$ cat src/rtl/rsh_pkg.sv
// shared types, constants and helpers of the reduce-scatter halving scheduler
// no dependencies
package rsh_pkg;

  localparam int MaxProcs = 64;
  localparam int RankW    = 6;
  localparam int GsW      = 7;
  localparam int CountW   = 32;
  localparam int ElemW    = 38;
  localparam int CfgIdxW  = 2;
  localparam int CfgDataW = 7;

  localparam logic [CfgIdxW-1:0] CFG_MY_RANK    = 2'd0;
  localparam logic [CfgIdxW-1:0] CFG_GROUP_SIZE = 2'd1;
  localparam logic [CfgIdxW-1:0] CFG_IN_PLACE   = 2'd2;

  typedef enum logic [2:0] {
    OP_COPY_IN  = 3'd0,
    OP_SEND     = 3'd1,
    OP_RECV     = 3'd2,
    OP_REDUCE   = 3'd3,
    OP_COPY_OUT = 3'd4,
    OP_EMPTY    = 3'd5
  } op_kind_e;

  typedef enum logic [1:0] {
    AREA_WORK      = 2'd0,
    AREA_SCRATCH   = 2'd1,
    AREA_USER_RECV = 2'd2,
    AREA_USER_SEND = 2'd3
  } area_e;

  typedef enum logic [4:0] {
    S_IDLE, S_SWRD, S_SWAC, S_SWEND, S_IN, S_PSEND, S_PRECV, S_PRED,
    S_HSETUP, S_HTEST, S_R0, S_R1, S_R2, S_R3, S_HCS, S_HCR,
    S_HSEND, S_HRECV, S_HRED, S_HNEXT, S_COUT, S_HB, S_EMPTY, S_FLUSH
  } state_e;

  typedef struct packed {
    op_kind_e               kind;
    logic [RankW-1:0]       peer;
    logic                   peer_null;
    area_e                  area;
    logic [ElemW-1:0]       offset;
    logic [ElemW-1:0]       length;
    logic                   barrier;
  } cmd_t;

  // largest power of two not above n (n >= 1)
  function automatic logic [GsW-1:0] pof2_of(input logic [GsW-1:0] n);
    logic [GsW-1:0] p;
    p = GsW'(1);
    for (int b = 0; b < GsW; b++) begin
      if (n[b]) p = GsW'(1) << b;
    end
    return p;
  endfunction

endpackage

$ cat src/rtl/rsh_cmd_out.sv
// command output stage: holds one command back so the final one can be marked
// depends on rsh_pkg
module rsh_cmd_out (
  input  logic          clk_i,
  input  logic          rst_ni,
  input  logic          push_i,
  input  rsh_pkg::cmd_t cmd_i,
  input  logic          flush_i,
  output logic          out_valid_o,
  output rsh_pkg::cmd_t out_cmd_o,
  output logic          out_last_o
);
  import rsh_pkg::*;

  cmd_t pend_q, pend_d;
  logic pend_v_q, pend_v_d;
  logic valid_q, valid_d;
  cmd_t cmd_q, cmd_d;
  logic last_q, last_d;

  always_comb begin
    pend_d   = pend_q;
    pend_v_d = pend_v_q;
    valid_d  = 1'b0;
    cmd_d    = cmd_q;
    last_d   = 1'b0;
    if (push_i) begin
      // the held word goes out once a newer one arrives
      valid_d  = pend_v_q;
      cmd_d    = pend_q;
      pend_d   = cmd_i;
      pend_v_d = 1'b1;
    end else if (flush_i) begin
      valid_d  = pend_v_q;
      cmd_d    = pend_q;
      last_d   = 1'b1;
      pend_v_d = 1'b0;
    end
  end

  always_ff @(posedge clk_i or negedge rst_ni) begin
    if (!rst_ni) begin
      pend_v_q <= 1'b0;
      valid_q  <= 1'b0;
      last_q   <= 1'b0;
    end else begin
      pend_v_q <= pend_v_d;
      valid_q  <= valid_d;
      last_q   <= last_d;
    end
  end

  always_ff @(posedge clk_i) begin
    pend_q <= pend_d;
    cmd_q  <= cmd_d;
  end

  assign out_valid_o = valid_q;
  assign out_cmd_o   = cmd_q;
  assign out_last_o  = last_q;

endmodule

$ cat config.mk
export PLATFORM = sky130hd
export DESIGN_NAME = rsh_cmd_out
export DESIGN_NICKNAME = d
export VERILOG_FILES = /design/src/rtl/rsh_pkg.sv /design/src/rtl/rsh_cmd_out.sv
export SDC_FILE = /design/constraint.sdc
export NUM_CORES = 1
export LEC_CHECK = 0
export ABC_AREA = 1
export BUFFER_PORTS_ARGS = -buffer_cell sky130_fd_sc_hd__buf_2
export CAP_MARGIN = 20
export CORE_MARGIN = 4
export CORE_UTILIZATION = 49
export DETAILED_ROUTE_END_ITERATION = 7
export GPL_ROUTABILITY_DRIVEN = 0
export PLACE_DENSITY = 0.87
export SKIP_CTS_REPAIR_TIMING = 1
export SLEW_MARGIN = 20
export SYNTH_ARGS = -nofsm -noshare
export SYNTH_HDL_FRONTEND = slang
export SYNTH_SLANG_ARGS = --single-unit
$ cat constraint.sdc
create_clock -name clk_i -period 0.8 [get_ports clk_i]
set_input_delay 0.16 -clock clk_i [delete_from_list [all_inputs] [get_ports clk_i]]
set_output_delay 0.16 -clock clk_i [all_outputs]
set_load 0.005 [all_outputs]
==> out/summary.txt, run 1 <==
status -> complete, but fails checks
failing checks -> negative setup slack
Pint -> 0.0163 W
Hold Path Class -> input pin to flip-flop
largest net degree at the start of global routing -> 59
Buf+Inv Stages, Crit Path -> 1
Clock Skews -> 0.00673 ns
Via density -> 4.37
CTS max path bufs -> 2
Combinational Power Share -> 6.7%
setup TNS -> -32.39 ns
DP Wirelength -> 6.49 mm
Netlist cell types -> 5
minimum clock period -> 1.19 ns
Clk Tree Root Cell -> clkbuf_8
final setup fails -> 91
top post-synthesis cells by area -> edfxtp_1 98%, dfrtp_1 1.4%, inv_1 0.28%
FF+latch count, synth -> 181
I/O Pins -> 184
CTS sink cnt -> 181
worst-path cell chain -> buf_2
clk slew on worst S/H paths -> 0.07 ns
Post-DRT Antenna Nets -> 0
f_max -> 0.841 GHz
syn_nets -> 283
die width -> 114 um
slowest cell on the critical path -> edfxtp_1
most numerous cell in the Yosys netlist -> edfxtp_1
Post-synth EDFFs -> 178
Starting Density -> 50.1%
final hold vios -> 0
Skew-Pair Late Insertion Delay -> 0.50 ns
first-pass GRT wire length -> 13.8 mm
post-synth top area share -> 98.0%
CORE AREA -> 10900 um^2
DR iter-0 viols -> 133
Worst Path Max Fanout -> 1
vias in the first global route -> 2647
leakage power -> 3.25 nW
switching power -> 0.00397 W
Top FF cell, synth -> edfxtp_1
DRC Markers -> 0
Routed WL -> 10.2 mm
Cell Area, Synth -> 5450 um^2
Congestion Overflow GR -> 0
gate count after technology mapping -> 190
Max-Cap Viols -> 0
area occupied by multi-input gates -> 26.3 um^2
Tcrit/Tclk final -> 149%
setup ws final -> -0.388 ns
wire per inst -> 15.8 um
Rows -> 38
Die Area -> 12900 um^2
pre-CTS WS -> -0.423 ns
layout cells sized above 1 -> 43.2%
synthesis warning total -> 0
die height -> 114 um
Synth top cells by count -> 178 x edfxtp_1, 4 x inv_1, 3 x dfrtp_1, 3 x nor2_1, 2 x nand2_1
synthesized area per cell -> 28.7 um^2
Top delay family on crit path -> flip-flops
Hold WS -> 0.147 ns
Synth async-reset ratio -> 1.66%
Fillers -> 599
initial antenna violation count -> 1
net switching fraction of the power -> 19.6%
synth-to-layout area growth -> 48.5%
Tot GR Track Use -> 14.5%
cell taking the most area after synthesis -> edfxtp_1
max_slew headroom -> 70.3%
slowest stage delay, CP -> 0.39 ns
IO Port Bufs -> 183
Slew Limit Fails -> 0
PD cells -> 2500 nW/um^2
total power -> 0.0202 W
worst endpoint data arrival time -> 1.03 ns
Final Core Density -> 74.4%
Tightest Pin Transition -> 0.445 ns
1st-pass router iterations -> 4
worst endpoint required time -> 0.64 ns
Max rail drop VDD -> 1.35 mV
RSZ-0062 raised after global routing -> true
# nets final -> 585
CTS tree -> done
sequential cell area -> 5420 um^2
Seq/Total Area, Yosys -> 99.4%
startpoint types -> flip-flop
Sequential Power Share -> 57.3%
number of buffers created by CTS -> 17
via count -> 2826
Clock power frac -> 36.0%
H-tree levels -> 4
Worst Setup Path Type -> flip-flop to primary output
Critical Path End Type -> primary output
==> power groups by stage <==
stage | combinational (W) | sequential (W) | clock [W]
floorplan | 0.0000759 | 0.0118 | 0
global route | 0.00148 | 0.0117 | 0.00789
finish | 0.00135 | 0.0116 | 0.00727
global placement | 0.000980 | 0.0118 | 0
detailed placement | 0.00101 | 0.0118 | 0
CTS | 0.00101 | 0.0116 | 0.00748
==> per-layer routing <==
layer  up-vias  track usage, %  routed length [um]
li1       1367               -                   -
met1      1339            17.0                3870
met2       114            24.5                5540
met3         6            5.41                 728
met4         0            5.77                  59
met5         -               0                   0
==> through the flow <==
step / cell area (um^2) / cells
CTS: 7170 / 552
global route: 8100 / 646
detailed placement: 6640 / 520
global placement: 6640 / 520
finish: 8100 / 646
floorplan: 5470 / 190
==> path summary, 6_finish.rpt <==
kind                               startpoint       endpoint  slack [ns]  depth (start not counted)
worst min-delay path                   push_i   out_cmd_o[9]        0.15                          4
min in group asynchronous              rst_ni     out_last_o        0.53                          3
max in group asynchronous              rst_ni    out_valid_o        0.13                          3
worst max register to register     pend_q[47]  out_cmd_o[47]        0.15                          0
worst max-delay path            out_cmd_o[64]  out_cmd_o[64]       -0.39                          1
worst min register to register     pend_q[45]  out_cmd_o[45]        0.42                          0
==> logic make-up after synthesis <==
| logic type | synth area share [%] |
|---|---|
| and+or+nand+nor | 0.344 |
| DFF | 99.4 |
| buffers and inverters | 0.275 |
==> cells in the final DEF, fill, tap and decap left out <==
cell type      synthesis  final
buf_12                 0      2
buf_2                  0    182
buf_4                  0      6
bufinv_16              0      1
clkbuf_1               0      1
clkbuf_16              0     16
clkbuf_8               0      1
clkinv_1               0      5
clkinv_2               0      1
clkinv_4               0      4
clkinvlp_4             0      3
dfrtp_1                3      3
diode_2                0      1
dlygate4sd3_1          0     93
edfxtp_1             178    178
inv_1                  4      3
inv_6                  0      1
nand2_1                2      2
nor2_1                 3      2
nor2_4                 0      1
==> layout make-up <==
| type | instances | area share [%] |
|---|---|---|
| inverter | 4 | 0.232 |
| sequential | 181 | 66.9 |
| multi-input combinational | 5 | 0.324 |
| antenna | 1 | 0.0309 |
| tap | 140 | 2.16 |
| timing repair buffer | 283 | 23.8 |
| clock buffer | 18 | 5.16 |
| clock inverter | 14 | 1.39 |
==> sequential cells by signal, indices dropped and copies added (netlist names) <==
| signal | cells |
|---|---|
| out_cmd_o | 89 |
| pend_q | 89 |
| out_last_o | 1 |
| out_valid_o | 1 |
| pend_v_q | 1 |
Note: power is estimated with default switching activity, not from simulation.
==> run 2: changes to the inputs <==
--- a/config.mk
+++ b/config.mk
@@ -5,14 +5,14 @@
 export SDC_FILE = /design/constraint.sdc
 export NUM_CORES = 1
 export LEC_CHECK = 0
-export ABC_AREA = 1
+export ABC_AREA = 0
 export BUFFER_PORTS_ARGS = -buffer_cell sky130_fd_sc_hd__buf_2
 export CAP_MARGIN = 20
 export CORE_MARGIN = 4
-export CORE_UTILIZATION = 49
+export CORE_UTILIZATION = 53
 export DETAILED_ROUTE_END_ITERATION = 7
 export GPL_ROUTABILITY_DRIVEN = 0
-export PLACE_DENSITY = 0.87
+export PLACE_DENSITY = 0.93
 export SKIP_CTS_REPAIR_TIMING = 1
 export SLEW_MARGIN = 20
 export SYNTH_ARGS = -nofsm -noshare
==> constraint.sdc (replaced) <==
create_clock -name clk_i -period 1.5 [get_ports clk_i]
set_input_delay 0.3 -clock clk_i [delete_from_list [all_inputs] [get_ports clk_i]]
set_output_delay 0.3 -clock clk_i [all_outputs]
set_load 0.005 [all_outputs]
==> out/summary.txt, run 2 <==
worst endpoint required time -> 1.20 ns
Slew Limit Fails -> 0
Top FF cell, synth -> edfxtp_1
Tcrit/Tclk final -> 92.5%
# nets final -> 575
number of buffers created by CTS -> 17
synthesized area per cell -> 29.3 um^2
synthesis warning total -> 0
top post-synthesis cells by area -> edfxtp_1 98%, dfrtp_1 1.4%, a21o_2 0.16%
Routed WL -> 11.1 mm
Worst Path Max Fanout -> 1
f_max -> 0.721 GHz
Clock Skews -> 0.00762 ns
slowest stage delay, CP -> 0.42 ns
placed cells -> 506
minimum clock period -> 1.39 ns
Clock power frac -> 36.5%
Fillers -> 509
most frequent cells in the layout -> 182 x buf_2, 178 x edfxtp_1, 90 x dlygate4sd3_1
switching power -> 0.00205 W
PD cells -> 1350 nW/um^2
CTS sink cnt -> 181
Hold Path Class -> input pin to flip-flop
Synth top cells by count -> 178 x edfxtp_1, 3 x dfrtp_1
cell taking the most area after synthesis -> edfxtp_1
worst r2r dst -> pend_v_q
DR iter-0 viols -> 151
DRC Markers -> 0
setup TNS -> 0 ns
Max-Cap Viols -> 0
post-synth top area share -> 98.0%
total power -> 0.0109 W
clk slew on worst S/H paths -> 0.06 ns
CTS tree -> done
Combinational Power Share -> 6.7%
first-pass GRT wire length -> 12.8 mm
slowest cell on the critical path -> edfxtp_1
Buf+Inv Stages, Crit Path -> 1
1st-pass router iterations -> 4
Final Core Density -> 81.1%
via count -> 2853
Congestion Overflow GR -> 0
Seq/Total Area, Yosys -> 99.4%
ANT cells -> 0
Max rail drop VDD -> 0.866 mV
die height -> 109 um
Starting Density -> 55.0%
gate count after technology mapping -> 186
Non-Filler Instances -> 628
reg-to-reg startpoint -> pend_v_q
Hold Path End -> out_last_o
initial antenna violation count -> 0
most numerous cell in the Yosys netlist -> edfxtp_1
CORE AREA -> 9910 um^2
Tot GR Track Use -> 15.1%
Pint -> 0.00884 W
Reg2Reg Setup Slack -> 0.81 ns
Via density -> 4.54
Netlist cell types -> 7
FF+latch count, synth -> 181
Post-DRT Antenna Nets -> 0
Rows -> 36
Crit. Startpoint -> out_cmd_o[55]
Cell Area, Synth -> 5450 um^2
hold_sp -> flush_i
vias in the first global route -> 2468
synth-to-layout area growth -> 47.4%
worst hold path depth -> 3
RSZ-0062 raised after global routing -> false
status -> finished, final reports clean
Worst Setup Path Type -> flip-flop to primary output
I/O Pins -> 184
CTS max path bufs -> 2
syn_nets -> 279
Worst Reg-to-Reg Cells -> 1
H-tree levels -> 4
Synth async-reset ratio -> 1.66%
Die Area -> 12000 um^2
die width -> 109 um
Tightest Pin Transition -> 0.548 ns
startpoint types -> flip-flop
leakage power -> 3.22 nW
max_slew headroom -> 63.5%
design area -> 8040 um^2
Critical Path End Type -> primary output
worst-path cell chain -> buf_2
DP Area -> 6610 um^2
Clk Tree Root Cell -> clkbuf_8
Post-synth EDFFs -> 178
final hold vios -> 0
Sequential Power Share -> 56.8%
final setup fails -> 0
IO Port Bufs -> 183
largest net degree at the start of global routing -> 49
most common cell after layout, fill and taps aside -> buf_2
Skew-Pair Late Insertion Delay -> 0.51 ns
layout cells sized above 1 -> 43.0%
net switching fraction of the power -> 18.8%
worst endpoint data arrival time -> 1.09 ns
wire per inst -> 17.7 um
Top delay family on crit path -> flip-flops
-- run 2: cell types whose count changed in the layout (fill, tap and decap cells not counted), moves of 3 or more --
cell | before | now
buf_4 | 6 | 2
clkinv_1 | 5 | 0
clkinv_4 | 4 | 0
clkbuf_1 | 1 | 9
dlygate4sd3_1 | 93 | 90
-- run 2: worst max path at each step --
stage                     to  slack (ns)  cells after the start
2_1_floorplan   out_cmd_o[0]        0.11                      1
3_3_place_gp   out_cmd_o[82]        0.20                      3
3_5_place_dp   out_cmd_o[37]        0.18                      3
4_1_cts        out_cmd_o[27]        0.12                      1
5_1_grt        out_cmd_o[55]        0.07                      1
6_report       out_cmd_o[55]        0.11                      1
-- run 2: worst min-delay path, stage by stage --
cell and delay, ns:
buf_2 0.13, inv_1 0.08, nor2_1 0.04
-- run 2: kinds of logic after synthesis --
kind of cell           Yosys count  synth area share, %
flip-flops                     181                 99.4
AND/OR/NAND/NOR                  3                0.390
AO/OA/AOI/OAI                    1                0.161
buffers and inverters            1               0.0688
-- run 2: area by class of cell --
type                            instances  area, um^2  area share [%]
Sequential cell                       181        5420            67.4
Timing Repair Buffer                  277        1890            23.5
Clock buffer                           26         448            5.57
Tap cell                              133         166            2.07
Clock inverter                          6        82.6            1.03
Multi-Input combinational cell          4        30.0           0.374
Inverter                                1        3.75          0.0467
-- run 2: routing by layer --
metal  vias to the layer above  GRT usage [%]  wire [um]
met4                         0           4.81        136
met5                         -              0          0
li1                       1344              -          -
met1                      1354           18.2       3970
met3                        14           5.75        865
met2                       141           25.3       6130
-- run 2: power groups by stage --
stage	Clock [W]	Sequential [W]	Combinational, W
floorplan	0	0.00630	0.0000411
global placement	0	0.00626	0.000522
detailed placement	0	0.00628	0.000539
CTS	0.00404	0.00618	0.000540
global route	0.00431	0.00623	0.000787
finish	0.00397	0.00619	0.000726
-- run 2: per-stage QoR --
| step | hold WS, ns | setup slack [ns] |
|---|---|---|
| after floorplan | 0.00441 | 0.109 |
| after global placement | 0.0960 | 0.204 |
| after detailed placement | 0.102 | 0.183 |
| after CTS | -0.457 | 0.120 |
| after global routing | 0.0752 | 0.0651 |
| final | 0.0768 | 0.113 |
